==> src/hw/rtl/cbce_pkg.sv <==
// ----------------------------------------------------------------------------
// cbce_pkg
// Shared types and constants of the cubic B-spline curve evaluator.
// ----------------------------------------------------------------------------
package cbce_pkg;

   // request codes
   localparam logic REQ_LOAD = 1'b0;
   localparam logic REQ_EVAL = 1'b1;

   // axis code that names no coordinate
   localparam logic [1:0] AXIS_NONE = 2'd3;

   // shared multiplier operand and product widths
   localparam int MUL_A_W = 27;
   localparam int MUL_B_W = 20;
   localparam int MUL_P_W = 47;

   // basis numerator (times 6*2^36) and its split for the coordinate product
   localparam int BASIS_W    = 39;
   localparam int BASIS_LO_W = 19;
   localparam int BASIS_HI_W = BASIS_W - BASIS_LO_W;

   // accumulator of coordinate * basis numerator
   localparam int ACC_W = 56;

   // 4 * 2^36, constant term of the inner basis piece
   localparam logic [39:0] BASIS_FOUR = 40'h40_0000_0000;

   // half of 6*2^36, added before the final floor
   localparam logic [ACC_W-1:0] ROUND_BIAS = ACC_W'(64'h30_0000_0000);

   // offset that keeps the value divided by three non-negative (3 * 2^17)
   localparam logic [18:0] DIV_OFFSET = 19'h6_0000;

   // offset removed again after the divide (2^17)
   localparam logic [18:0] QUO_OFFSET = 19'h2_0000;

   // ceil(2^19 / 3), exact reciprocal for operands below 2^19
   localparam logic [17:0] RECIP_3 = 18'd174763;
   localparam int RECIP_SHIFT = 19;

   typedef enum logic [3:0] {
      ST_IDLE,
      ST_POINT,
      ST_CUBE,
      ST_BASIS,
      ST_MLO,
      ST_MHI,
      ST_ACC,
      ST_ROUND,
      ST_DIV,
      ST_FIN
   } cbce_state_type;

endpackage

==> src/hw/rtl/cbce_ram.sv <==
// ----------------------------------------------------------------------------
// cbce_ram
// Generic single write port, single read port RAM with registered read data.
// ----------------------------------------------------------------------------
module cbce_ram #(
   parameter int WIDTH = 16,
   parameter int DEPTH = 24
) (
   input  logic                     clock,
   input  logic                     wr_en,
   input  logic [$clog2(DEPTH)-1:0] wr_addr,
   input  logic [WIDTH-1:0]         wr_data,
   input  logic                     rd_en,
   input  logic [$clog2(DEPTH)-1:0] rd_addr,
   output logic [WIDTH-1:0]         rd_data
);

   logic [WIDTH-1:0] mem [DEPTH];
   logic [WIDTH-1:0] rd_data_ff;

   always_ff @(posedge clock) begin
      if (wr_en) begin
         mem[wr_addr] <= wr_data;
      end
      if (rd_en) begin
         rd_data_ff <= mem[rd_addr];
      end
   end

   assign rd_data = rd_data_ff;

endmodule

==> src/hw/rtl/cbce_mul.sv <==
// ----------------------------------------------------------------------------
// cbce_mul
// Shared signed multiplier with a registered product.
// ----------------------------------------------------------------------------
module cbce_mul
   import cbce_pkg::*;
(
   input  logic                      clock,
   input  logic signed [MUL_A_W-1:0] a,
   input  logic signed [MUL_B_W-1:0] b,
   output logic signed [MUL_P_W-1:0] p
);

   logic signed [MUL_P_W-1:0] prod_ff;

   always_ff @(posedge clock) begin
      prod_ff <= a * b;
   end

   assign p = prod_ff;

endmodule

==> src/hw/rtl/cubic_bspline_curve_eval.sv <==
// ----------------------------------------------------------------------------
// cubic_bspline_curve_eval
// Uniform cubic B-spline curve evaluator over a table of 3-D control points.
// ----------------------------------------------------------------------------
// A load transfer (req_type 0) writes one signed Q8.8 coordinate into the
// point table in the cycle it is taken and produces no response; loads to
// axis 3 or to a point beyond the table are dropped. An evaluate transfer
// (req_type 1) returns one signed Q10.8 value, the sum over the points of
// coordinate * B(t - i), rounded half up. Evaluation walks the addressable
// points one by one: a point outside the basis support takes only the point
// step, a point inside it adds two multiplies for a^3, two for the 16 x 39
// bit coordinate product on one shared 27 x 20 multiplier, basis add and
// accumulate. Rounding and the divide by three (a reciprocal multiply on the
// same multiplier) follow the walk. At most four points are in support at
// once; an evaluate on axis 3 skips the walk and returns zero.
// req_ready is high only between evaluates; loads are taken every cycle while
// no evaluate is in progress. The table resets to zero through one valid flop
// per entry, so no clearing pass is needed. Only points 0..7 can be addressed;
// any further points read zero.
// ----------------------------------------------------------------------------
module cubic_bspline_curve_eval
   import cbce_pkg::*;
#(
   parameter int NUM_POINTS = 8
) (
   input  logic               clock,
   input  logic               reset,

   input  logic               req_valid,
   output logic               req_ready,
   input  logic               req_type,
   input  logic [2:0]         req_point_index,
   input  logic [1:0]         req_axis,
   input  logic signed [15:0] req_coord_value,
   input  logic [15:0]        req_eval_time,

   output logic               rsp_valid,
   input  logic               rsp_ready,
   output logic signed [17:0] rsp_curve_value
);

   // only eight points are reachable through the 3-bit index
   localparam int WR_POINTS = (NUM_POINTS < 8) ? NUM_POINTS : 8;
   localparam int DEPTH     = WR_POINTS * 3;
   localparam int ADDR_W    = $clog2(DEPTH);
   localparam int IDX_W     = $clog2(WR_POINTS);
   localparam logic [IDX_W-1:0] LAST_IDX = IDX_W'(WR_POINTS - 1);

   cbce_state_type state_ff, state_in;

   logic               req_xfer;
   logic               rsp_xfer;

   logic [15:0]        time_ff;
   logic [1:0]         axis_ff;
   logic [IDX_W-1:0]   idx_ff;
   logic [12:0]        m_ff;
   logic               inner_ff;
   logic [24:0]        sq_ff;
   logic signed [15:0] coord_ff;
   logic [BASIS_W-1:0] basis_ff;
   logic [ACC_W-1:0]   acc_ff;
   logic [18:0]        yp_ff;
   logic [17:0]        rsp_value_ff;
   logic               rsp_valid_ff;
   logic [DEPTH-1:0]   vld_ff;
   logic               rd_vld_ff;

   // table port
   logic               wr_en;
   logic [ADDR_W-1:0]  wr_addr;
   logic               rd_en;
   logic [ADDR_W-1:0]  rd_addr;
   logic [15:0]        rd_data;

   // shared multiplier
   logic signed [MUL_A_W-1:0] mul_a;
   logic signed [MUL_B_W-1:0] mul_b;
   logic signed [MUL_P_W-1:0] prod;
   logic [ACC_W-1:0]          prod_ext;

   // per-point distance |t - i|
   logic [16:0]        diff;
   logic [16:0]        diff_neg;
   logic [15:0]        t_dist;
   logic               near;
   logic               inner;
   logic [12:0]        mag;

   logic [39:0]        inner_basis;
   logic [36:0]        cube;
   logic [ACC_W-1:0]   rnd;
   logic [18:0]        quo;
   logic [18:0]        res;
   logic               fin_go;

   assign req_xfer = req_valid && req_ready;
   assign rsp_xfer = rsp_valid_ff && rsp_ready;

   // ------------------------------------------------------------------------
   // point table
   // ------------------------------------------------------------------------
   assign wr_en = req_xfer && (req_type == REQ_LOAD) && (req_axis != AXIS_NONE) &&
                  ({1'b0, req_point_index} < 4'(WR_POINTS));
   assign wr_addr = ADDR_W'({req_point_index[IDX_W-1:0], 1'b0}) +
                    ADDR_W'(req_point_index[IDX_W-1:0]) + ADDR_W'(req_axis);
   assign rd_addr = ADDR_W'({idx_ff, 1'b0}) + ADDR_W'(idx_ff) + ADDR_W'(axis_ff);

   cbce_ram #(
      .WIDTH (16),
      .DEPTH (DEPTH)
   ) u_table (
      .clock   (clock),
      .wr_en   (wr_en),
      .wr_addr (wr_addr),
      .wr_data (req_coord_value),
      .rd_en   (rd_en),
      .rd_addr (rd_addr),
      .rd_data (rd_data)
   );

   cbce_mul u_mul (
      .clock (clock),
      .a     (mul_a),
      .b     (mul_b),
      .p     (prod)
   );

   assign prod_ext = {{(ACC_W-MUL_P_W){prod[MUL_P_W-1]}}, prod};

   // ------------------------------------------------------------------------
   // datapath terms
   // ------------------------------------------------------------------------
   always_comb begin
      diff     = {1'b0, time_ff} - 17'({idx_ff, 12'd0});
      diff_neg = 17'd0 - diff;
      t_dist   = diff[16] ? diff_neg[15:0] : diff[15:0];
      near     = t_dist < 16'd8192;
      inner    = t_dist < 16'd4096;
      // inner piece uses a, outer piece uses 2 - a
      mag      = inner ? t_dist[12:0] : 13'(16'd8192 - t_dist);
   end

   // 4*2^36 - 6*4096*a^2 + 3*a^3
   assign cube        = prod[36:0];
   assign inner_basis = BASIS_FOUR - ({15'd0, sq_ff} << 14) - ({15'd0, sq_ff} << 13) +
                        ({3'd0, cube} << 1) + {3'd0, cube};

   // floor((sum + 3*2^36) / 2^37) is three times the result, plus rounding
   assign rnd = acc_ff + ROUND_BIAS;
   assign quo = prod[RECIP_SHIFT+18:RECIP_SHIFT];
   assign res = quo - QUO_OFFSET;

   assign fin_go = !rsp_valid_ff || rsp_ready;

   // ------------------------------------------------------------------------
   // sequencer: next state
   // ------------------------------------------------------------------------
   always_comb begin
      state_in = state_ff;
      unique case (state_ff)
         ST_IDLE: begin
            if (req_xfer && (req_type == REQ_EVAL)) begin
               state_in = (req_axis == AXIS_NONE) ? ST_ROUND : ST_POINT;
            end
         end
         ST_POINT: begin
            if (near) begin
               state_in = ST_CUBE;
            end else if (idx_ff == LAST_IDX) begin
               state_in = ST_ROUND;
            end
         end
         ST_CUBE:  state_in = ST_BASIS;
         ST_BASIS: state_in = ST_MLO;
         ST_MLO:   state_in = ST_MHI;
         ST_MHI:   state_in = ST_ACC;
         ST_ACC:   state_in = (idx_ff == LAST_IDX) ? ST_ROUND : ST_POINT;
         ST_ROUND: state_in = ST_DIV;
         ST_DIV:   state_in = ST_FIN;
         ST_FIN: begin
            if (fin_go) begin
               state_in = ST_IDLE;
            end
         end
         default:  state_in = ST_IDLE;
      endcase
   end

   // ------------------------------------------------------------------------
   // sequencer: outputs (ready, table read, multiplier operands)
   // ------------------------------------------------------------------------
   always_comb begin
      req_ready = 1'b0;
      rd_en     = 1'b0;
      mul_a     = '0;
      mul_b     = '0;
      unique case (state_ff) inside
         ST_IDLE: begin
            req_ready = 1'b1;
         end
         ST_POINT: begin
            rd_en = near;
            mul_a = MUL_A_W'({1'b0, mag});
            mul_b = MUL_B_W'({1'b0, mag});
         end
         ST_CUBE: begin
            mul_a = MUL_A_W'({1'b0, prod[24:0]});
            mul_b = MUL_B_W'({1'b0, m_ff});
         end
         ST_MLO: begin
            mul_a = MUL_A_W'({1'b0, basis_ff[BASIS_LO_W-1:0]});
            mul_b = {{(MUL_B_W-16){coord_ff[15]}}, coord_ff};
         end
         ST_MHI: begin
            mul_a = MUL_A_W'({1'b0, basis_ff[BASIS_W-1:BASIS_LO_W]});
            mul_b = {{(MUL_B_W-16){coord_ff[15]}}, coord_ff};
         end
         // operands held in FIN so the quotient stays put while the output waits
         ST_DIV, ST_FIN: begin
            mul_a = MUL_A_W'({1'b0, yp_ff});
            mul_b = MUL_B_W'({1'b0, RECIP_3});
         end
         ST_BASIS, ST_ACC, ST_ROUND: begin
         end
         default: begin
         end
      endcase
   end

   // ------------------------------------------------------------------------
   // control registers
   // ------------------------------------------------------------------------
   always_ff @(posedge clock) begin
      if (reset) begin
         state_ff     <= ST_IDLE;
         vld_ff       <= '0;
         rsp_valid_ff <= 1'b0;
         idx_ff       <= '0;
      end else begin
         state_ff <= state_in;
         if (wr_en) begin
            vld_ff[wr_addr] <= 1'b1;
         end
         if (state_ff == ST_FIN && fin_go) begin
            rsp_valid_ff <= 1'b1;
         end else if (rsp_xfer) begin
            rsp_valid_ff <= 1'b0;
         end
         if (state_ff == ST_IDLE) begin
            idx_ff <= '0;
         end else if ((state_ff == ST_POINT && !near && idx_ff != LAST_IDX) ||
                      (state_ff == ST_ACC && idx_ff != LAST_IDX)) begin
            idx_ff <= idx_ff + 1'b1;
         end
      end
   end

   // ------------------------------------------------------------------------
   // datapath registers
   // ------------------------------------------------------------------------
   always_ff @(posedge clock) begin
      if (state_ff == ST_IDLE && req_xfer) begin
         time_ff <= req_eval_time;
         axis_ff <= req_axis;
         acc_ff  <= '0;
      end
      if (state_ff == ST_POINT) begin
         m_ff      <= mag;
         inner_ff  <= inner;
         rd_vld_ff <= vld_ff[rd_addr];
      end
      if (state_ff == ST_CUBE) begin
         sq_ff    <= prod[24:0];
         // never-written entries read as zero
         coord_ff <= rd_vld_ff ? signed'(rd_data) : 16'sd0;
      end
      if (state_ff == ST_BASIS) begin
         basis_ff <= inner_ff ? inner_basis[BASIS_W-1:0] : BASIS_W'(cube);
      end
      if (state_ff == ST_MHI) begin
         acc_ff <= acc_ff + prod_ext;
      end
      if (state_ff == ST_ACC) begin
         acc_ff <= acc_ff + (prod_ext << BASIS_LO_W);
      end
      if (state_ff == ST_ROUND) begin
         yp_ff <= rnd[ACC_W-1:37] + DIV_OFFSET;
      end
      if (state_ff == ST_FIN && fin_go) begin
         rsp_value_ff <= res[17:0];
      end
   end

   assign rsp_valid       = rsp_valid_ff;
   assign rsp_curve_value = signed'(rsp_value_ff);

endmodule
==> config.mk <==
export PLATFORM = sky130hd
export DESIGN_NAME = cubic_bspline_curve_eval
export DESIGN_NICKNAME = d
export VERILOG_FILES = /design/src/hw/rtl/cbce_pkg.sv /design/src/hw/rtl/cbce_ram.sv /design/src/hw/rtl/cbce_mul.sv /design/src/hw/rtl/cubic_bspline_curve_eval.sv
export SDC_FILE = /design/constraint.sdc
export NUM_CORES = 2
export LEC_CHECK = 0
export BUFFER_PORTS_ARGS = -buffer_cell sky130_fd_sc_hd__buf_2
export CORE_MARGIN = 5
export CORE_UTILIZATION = 40
export CTS_CLUSTER_SIZE = 40
export DETAILED_ROUTE_END_ITERATION = 6
export PLACE_DENSITY = 0.62
export SYNTH_ARGS = -nofsm -noshare
export SYNTH_HDL_FRONTEND = slang
export SYNTH_SLANG_ARGS = --single-unit
==> constraint.sdc <==
create_clock -name clock -period 12.5 [get_ports clock]
set_clock_uncertainty 0.2 [all_clocks]
set_input_delay 0.625 -clock clock [delete_from_list [all_inputs] [get_ports clock]]
set_output_delay 0.625 -clock clock [all_outputs]
set_load 0.05 [all_outputs]
* After elaboration in Yosys (flattened, before gate mapping)
Memory sizes are Yosys's and may differ from the RTL's. A register that Yosys moved wholly into a read port is not among the register bits. Index checks and enable logic that the tools add are counted. Widths: inputs -> output; s select.
Cells by class: multiplexer cells 25, multiply operators 1, bitwise gates (word level) 2, add/sub/neg operators 17, magnitude comparators 5, reductions and logical operators 22, equality and inequality tests 16
Operator list (number):
- $mux 56 | 3
- $pmux 25 s5 | 1
- $add 56x56->56 | 2
- $pmux 20 s4 | 1
- $add 56x38->56 const B | 1
- $mul 26x20->46 | 1
- $pmux 4 s10 | 1
- $add 39x37->39 | 1
- $add 39x38->39 | 1
- $sub 39x38->39 | 1
- $sub 39x39->39 const A | 1
- $mux 37 | 1
- $or 24x24->24 | 1
- $add 19x19->19 const B | 1
- $sub 18x18->18 const B | 1
- $sub 16x15->17 | 1
- $eq 4x3->1 const B | 4
- $lt 16x13->1 const B | 1
- $lt 16x14->1 const B | 1
- $mux 16 | 1
- $mux 4 | 4
- $sub 1x16->16 const A | 1
- $mux 13 | 1
- $sub 1x13->13 const A | 1
- other kinds (25) | 55
Storage, ports and cells: memories 1, input port bits 42, RAM bits 384, output and inout port bits 20, flip-flop bits (word level) 284, logic and storage cells 106
Memories:
- u_table.mem | words 24, bits a word 16, rd ports 1, clocked after memory_dff 1, write ports 1, line cbce_ram.sv:18 | logic [WIDTH-1:0] mem [DEPTH];

* Depth between registers and ports, before layout
depth in word-level cells 8, depth in mapped cells 44, depth with buffers taken out 42

* Hierarchy
From an unflattened synthesis, not the netlist that was laid out.
Second synthesis, totals: cells, all modules 5008, area total of the unflattened synthesis 55323.1 µm²
Modules (own cells, without submodules):
- cbce_mul | cells an instance 2291, area each 20818.7 µm², sequential area each 940.9 µm², instances 1
- cubic_bspline_curve_eval | cells an instance 1994, area each 19089.6 µm², sequential area each 6826.5 µm², instances 1
- cbce_ram | cells an instance 723, area each 15414.8 µm², sequential area each 12011.5 µm², instances 1

* Worst setup path before layout
OpenSTA, ideal clock, no wires.
path kind register to register, from reg idx_ff[0], to reg, netlist name u_mul.p[45], arrival 9875 ps, period minus slack after synthesis 10153 ps, data required time 12222 ps, cell stages (with the launch flop) 42, path slack 2347 ps, buffers on the path 2, library setup time 78 ps, cell sequence dfxtp_1 ha_1 fa_1 nand4b_1 o31ai_2 nand3_1 and2_1 or4_1 buf_6 clkinv_8 or2b_4 a21oi_2 a211oi_2 xor2_2 a21o_4 buf_12 nand2_2 fa_1 [... 6 more ...] inv_1 fa_1 inv_1 fa_1 inv_1 fa_1 inv_1 ha_1 and3_1 nand2_1 o31ai_1 a21oi_1 o31ai_1 a41oi_1 o21ai_0 nand4_1 and4_1 nor3_1
Between the ends: longest elaborated chain between the ends 7, elaborated cells on any way between the ends 9, classes of those cells 3 x add/sub; 1 x mul; 1 x order compare; 4 x mux
RTL lines:
- from (decl) | line cubic_bspline_curve_eval.sv:56 | logic [IDX_W-1:0] idx_ff;
- from (signal assigned) | line cubic_bspline_curve_eval.sv:254 | idx_ff <= idx_ff + 1'b1;
- $sub 16x15->17 (*) | line cubic_bspline_curve_eval.sv:135 | diff = {1'b0, time_ff} - 17'({idx_ff, 12'd0});
- $sub 1x16->16 | line cubic_bspline_curve_eval.sv:136 | diff_neg = 17'd0 - diff;
- $mux 16 (*) | line cubic_bspline_curve_eval.sv:137 | t_dist = diff[16] ? diff_neg[15:0] : diff[15:0];
- $lt 16x13->1 (*) | line cubic_bspline_curve_eval.sv:139 | inner = t_dist < 16'd4096;
- via inner | line cubic_bspline_curve_eval.sv:87 | logic inner;
- $mux 13 (*) | line cubic_bspline_curve_eval.sv:141 | mag = inner ? t_dist[12:0] : 13'(16'd8192 - t_dist);
- via mag[4] | line cubic_bspline_curve_eval.sv:88 | logic [12:0] mag;
- $pmux 25 s5 / $pmux 20 s4 (equally long branches) | line cubic_bspline_curve_eval.sv:198 | unique case (state_ff) inside
- $mul 26x20->46 (*) | line cbce_mul.sv:17 | prod_ff <= a * b;
The timed path passes the listed nets; every way through them passes the cells marked *. A chain may end at the register's enable or synchronous reset.

* Worst setup path after layout
from reg idx_ff[0], to reg, netlist name u_mul.p[45]
Between the ends: longest elaborated chain between the ends 7, elaborated cells on any way between the ends 9, classes of those cells 3 x add/sub; 1 x mul; 1 x order compare; 4 x mux
RTL lines (line):
- $sub 16x15->17 (*) | cubic_bspline_curve_eval.sv:135
- $sub 1x16->16 | cubic_bspline_curve_eval.sv:136
- $mux 16 (*) | cubic_bspline_curve_eval.sv:137
- $lt 16x13->1 (*) | cubic_bspline_curve_eval.sv:139
- via inner | cubic_bspline_curve_eval.sv:87
- $mux 13 (*) | cubic_bspline_curve_eval.sv:141
- via mag[4] | cubic_bspline_curve_eval.sv:88
- $pmux 25 s5 / $pmux 20 s4 (equally long branches) | cubic_bspline_curve_eval.sv:198
- $mul 26x20->46 (*) | cbce_mul.sv:17
Marked as above.

==> out/results.tsv <==
stage	metric	value	unit
drt	ant_nets	0	
logic_synthesis	synthMostInstantiatedCell	inv_1	
floorplanning	dieHeight	366.5	microns
logic_synthesis	ys_ff_latch	684	
timing	finalSetupViolCount	0	
setup_path	startpoint	idx_ff[0]	
logic_synthesis	yosysTopAreaCellShare	0.3580	
cts	cts_resized	0	
drt	drtPass1Iterations	6	
floorplanning	die_w	366.5	microns
logic_synthesis	syn_inst	4479	
finish	area_growth	10.16	%
floorplanning	num_io_pins	62	
floorplanning	dieArea	134300	sq um
setup_path	r2r_slack	1.10	ns
setup_path	reg2reg_to	u_mul.p[45]	
min_path	holdPathStages	1	
logic_synthesis	synth-edff-count	606	
drt	via_count	34190	
setup_path	crit_top_cell	fa_1	
grt	grt-ovfl-total	0	
drt	vias_per_cell	5.425	
cts	path_clk_slew	0.06	ns
timing	worstMarginPinSlew	1.392	ns
pwr	vdd_drop_max	152.9	uV
timing	rsz0062_at_grt	false	
drt	wl_per_cell	21.73	microns
finish	seq_area	19760	sq um
setup_path	criticalPathCategory	flip-flop to flip-flop	
setup_path	reg2regPathDepth	42	
cts	clock_latency	0.66	ns
min_path	hold_class	input pin to flip-flop	
finish	multi_input_area	28250	sq um
finish	fill_cells	11760	
logic_synthesis	synthFlopType	edfxtp_1	
cts	cts_tree	done	
grt	grt_max_degree	56	
setup_path	end_kind	flip-flop	
setup_path	crit_path_start_kind	flip-flop	
setup_path	r2r-start	idx_ff[0]	
logic_synthesis	avgSynthCellArea	11.35	sq um
logic_synthesis	yosys_warnings	0	
setup_path	path_buf_inv	10	
setup_path	cp_top_family	adder cells	
pwr	power.total	15.03	mW
setup_path	crit_required	12.85	ns
cts	cts-root-buf	clkbuf_16	
timing	slew_headroom	0.06399	
setup_path	slowest_delay	0.70	ns
job	drv_cap	0	
floorplanning	rows	130	
min_path	min_from	req_axis[0]	
cts	cts_sinks	684	
grt	grtUsageTotal	0.2023	
grt	grt_pass1_vias	34900	
cts	ctsHtreeMaxLevel	3	
floorplanning	initial_utilization	0.4038	
drt	drc	0	
setup_path	worstPathMaxFanout	25	
setup_path	arrival	11.76	ns
logic_synthesis	seq_area_frac_synth	0.3887	
placement	place_inst	6153	
min_path	hold_path_end	axis_ff[0]	
finish	final_net_count	5434	
logic_synthesis	synthesis.area	50830	sq um
logic_synthesis	synth_area_leaders	edfxtp_1, fa_1, ha_1, mux4_2, inv_1	
logic_synthesis	synth_commonest_cells	inv_1, edfxtp_1, fa_1, nor2_1, nand2_1	
timing	clock.fmax	87.70	MHz
pwr	p_leak	23.61	nW
timing	setup_tns	0	ns
placement	io_buffers	61	
placement	dp.final_hpwl	101700	microns
cts	clock_path_buffers	3	
timing	period_needed	11.40	ns
outcome	outcome	complete, no violations	
grt	antenna_found_initial	13	
placement	gp_congestion	0.9415	
floorplanning	core	125900	sq um
timing	finalCritPeriodShare	0.9122	
finish	stdcell_count	6302	
finish	drive_gt1_frac	0.1060	
setup_path	cp_slowest_cell	or4_1	
pwr	power.density	268.4	nW/um^2
grt	grt_pass1_wl	210200	microns
timing	slew_viol_final	0	
logic_synthesis	synth.distinct_cells	84	
logic_synthesis	async_flop_share	0	
logic_synthesis	synth_area_leader_cell	edfxtp_1	
cts	cts_buffers	70	
drt	drt_iter0_markers	2644	
drt	wirelength	137000	microns
timing	hold_viol_final	0	
[stage by stage]
stage | utilization | cell area (sq um) | hold WS, ns | setup WS (ns)
final | 0.4448 | 56000 | 0.05920 | 1.097
after floorplan | - | 50940 | 0.2348 | 2.347
after global routing | 0.4447 | 55990 | 0.03733 | 0.3331
after global placement | 0.4251 | 53520 | 0.2445 | 1.208
after detailed placement | 0.4251 | 53520 | 0.2552 | 1.204
after CTS | 0.4446 | 55970 | 0.01382 | 1.111
[state kept, by name (all words and copies together), names as in the netlist, 2 cells and up]
| signal | count |
|---|---|
| basis_ff | 39 |
| coord_ff | 16 |
| u_table.mem | 384 |
| m_ff | 13 |
| vld_ff | 24 |
| idx_ff | 3 |
| time_ff | 16 |
| yp_ff | 19 |
| axis_ff | 2 |
| rsp_curve_value | 18 |
| acc_ff | 56 |
| u_table.rd_data | 16 |
| sq_ff | 25 |
| state_ff | 4 |
| u_mul.p | 46 |
[what timing repair did]
item	4_1_cts	5_1_grt
endpoints found under the hold margin	12	0
hold buffers	12	0
buffers inserted	0	0
[metal layers]
metal  share of wire  GRT usage  up-vias
met5         0.00025          0        -
met4           0.041    0.07268        6
met3           0.077    0.04480      294
met2            0.46     0.3282     1137
met1            0.42     0.2683    17220
li1                -          -    15530
[cell families after synthesis]
group / after synthesis / share of synthesized area
AND/OR/NAND/NOR: 1160 / 0.1022
flip-flops: 684 / 0.3887
adder cells (fa/ha/maj): 805 / 0.2667
other: 2 / 0.0001477
multiplexers: 165 / 0.06230
buffers and inverters: 803 / 0.06082
XOR/XNOR: 188 / 0.03269
AO/OA/AOI/OAI: 672 / 0.08642
[worst max-delay path by stage]
stage                     depth (start not counted)          end  slack (ns)
after CTS                                        40  u_mul.p[45]        1.11
after detailed placement                         40  u_mul.p[45]        1.20
after global placement                           40  u_mul.p[45]        1.21
after floorplan                                  41  u_mul.p[45]        2.35
final                                            42  u_mul.p[45]        1.10
after global routing                             42  u_mul.p[45]        0.33
[area by class of cell]
class                      count  area share
tap                         1650     0.03687
timing repair buffer         169     0.02047
multi-input combinational   3020      0.5045
antenna                        9   0.0004022
sequential                   684      0.3529
clock buffer                  90     0.03372
inverter                     642     0.04326
clock inverter                38    0.007955
[report_power, final]
part	switching, mW	internal, mW	total, mW
clock network	0.944	1.18	2.12
logic	5.89	3.79	9.69
registers	0.280	2.94	3.22
total	7.12	7.91	15.0
[cells in the final DEF (no fill, tap or decap), drive strengths merged, types with 78 or more instances in the layout]
cell type / Yosys / final
edfxtp: 606 / 606
a21o: 117 / 117
nor2: 417 / 417
inv: 640 / 642
clkbuf: 127 / 90
o21ai: 131 / 131
ha: 341 / 341
a21oi: 175 / 175
dfxtp: 78 / 78
fa: 464 / 464
mux4: 119 / 119
xnor2: 117 / 117
nand2: 435 / 435
buf: 34 / 157
Power figures use the tool's default switching activity.
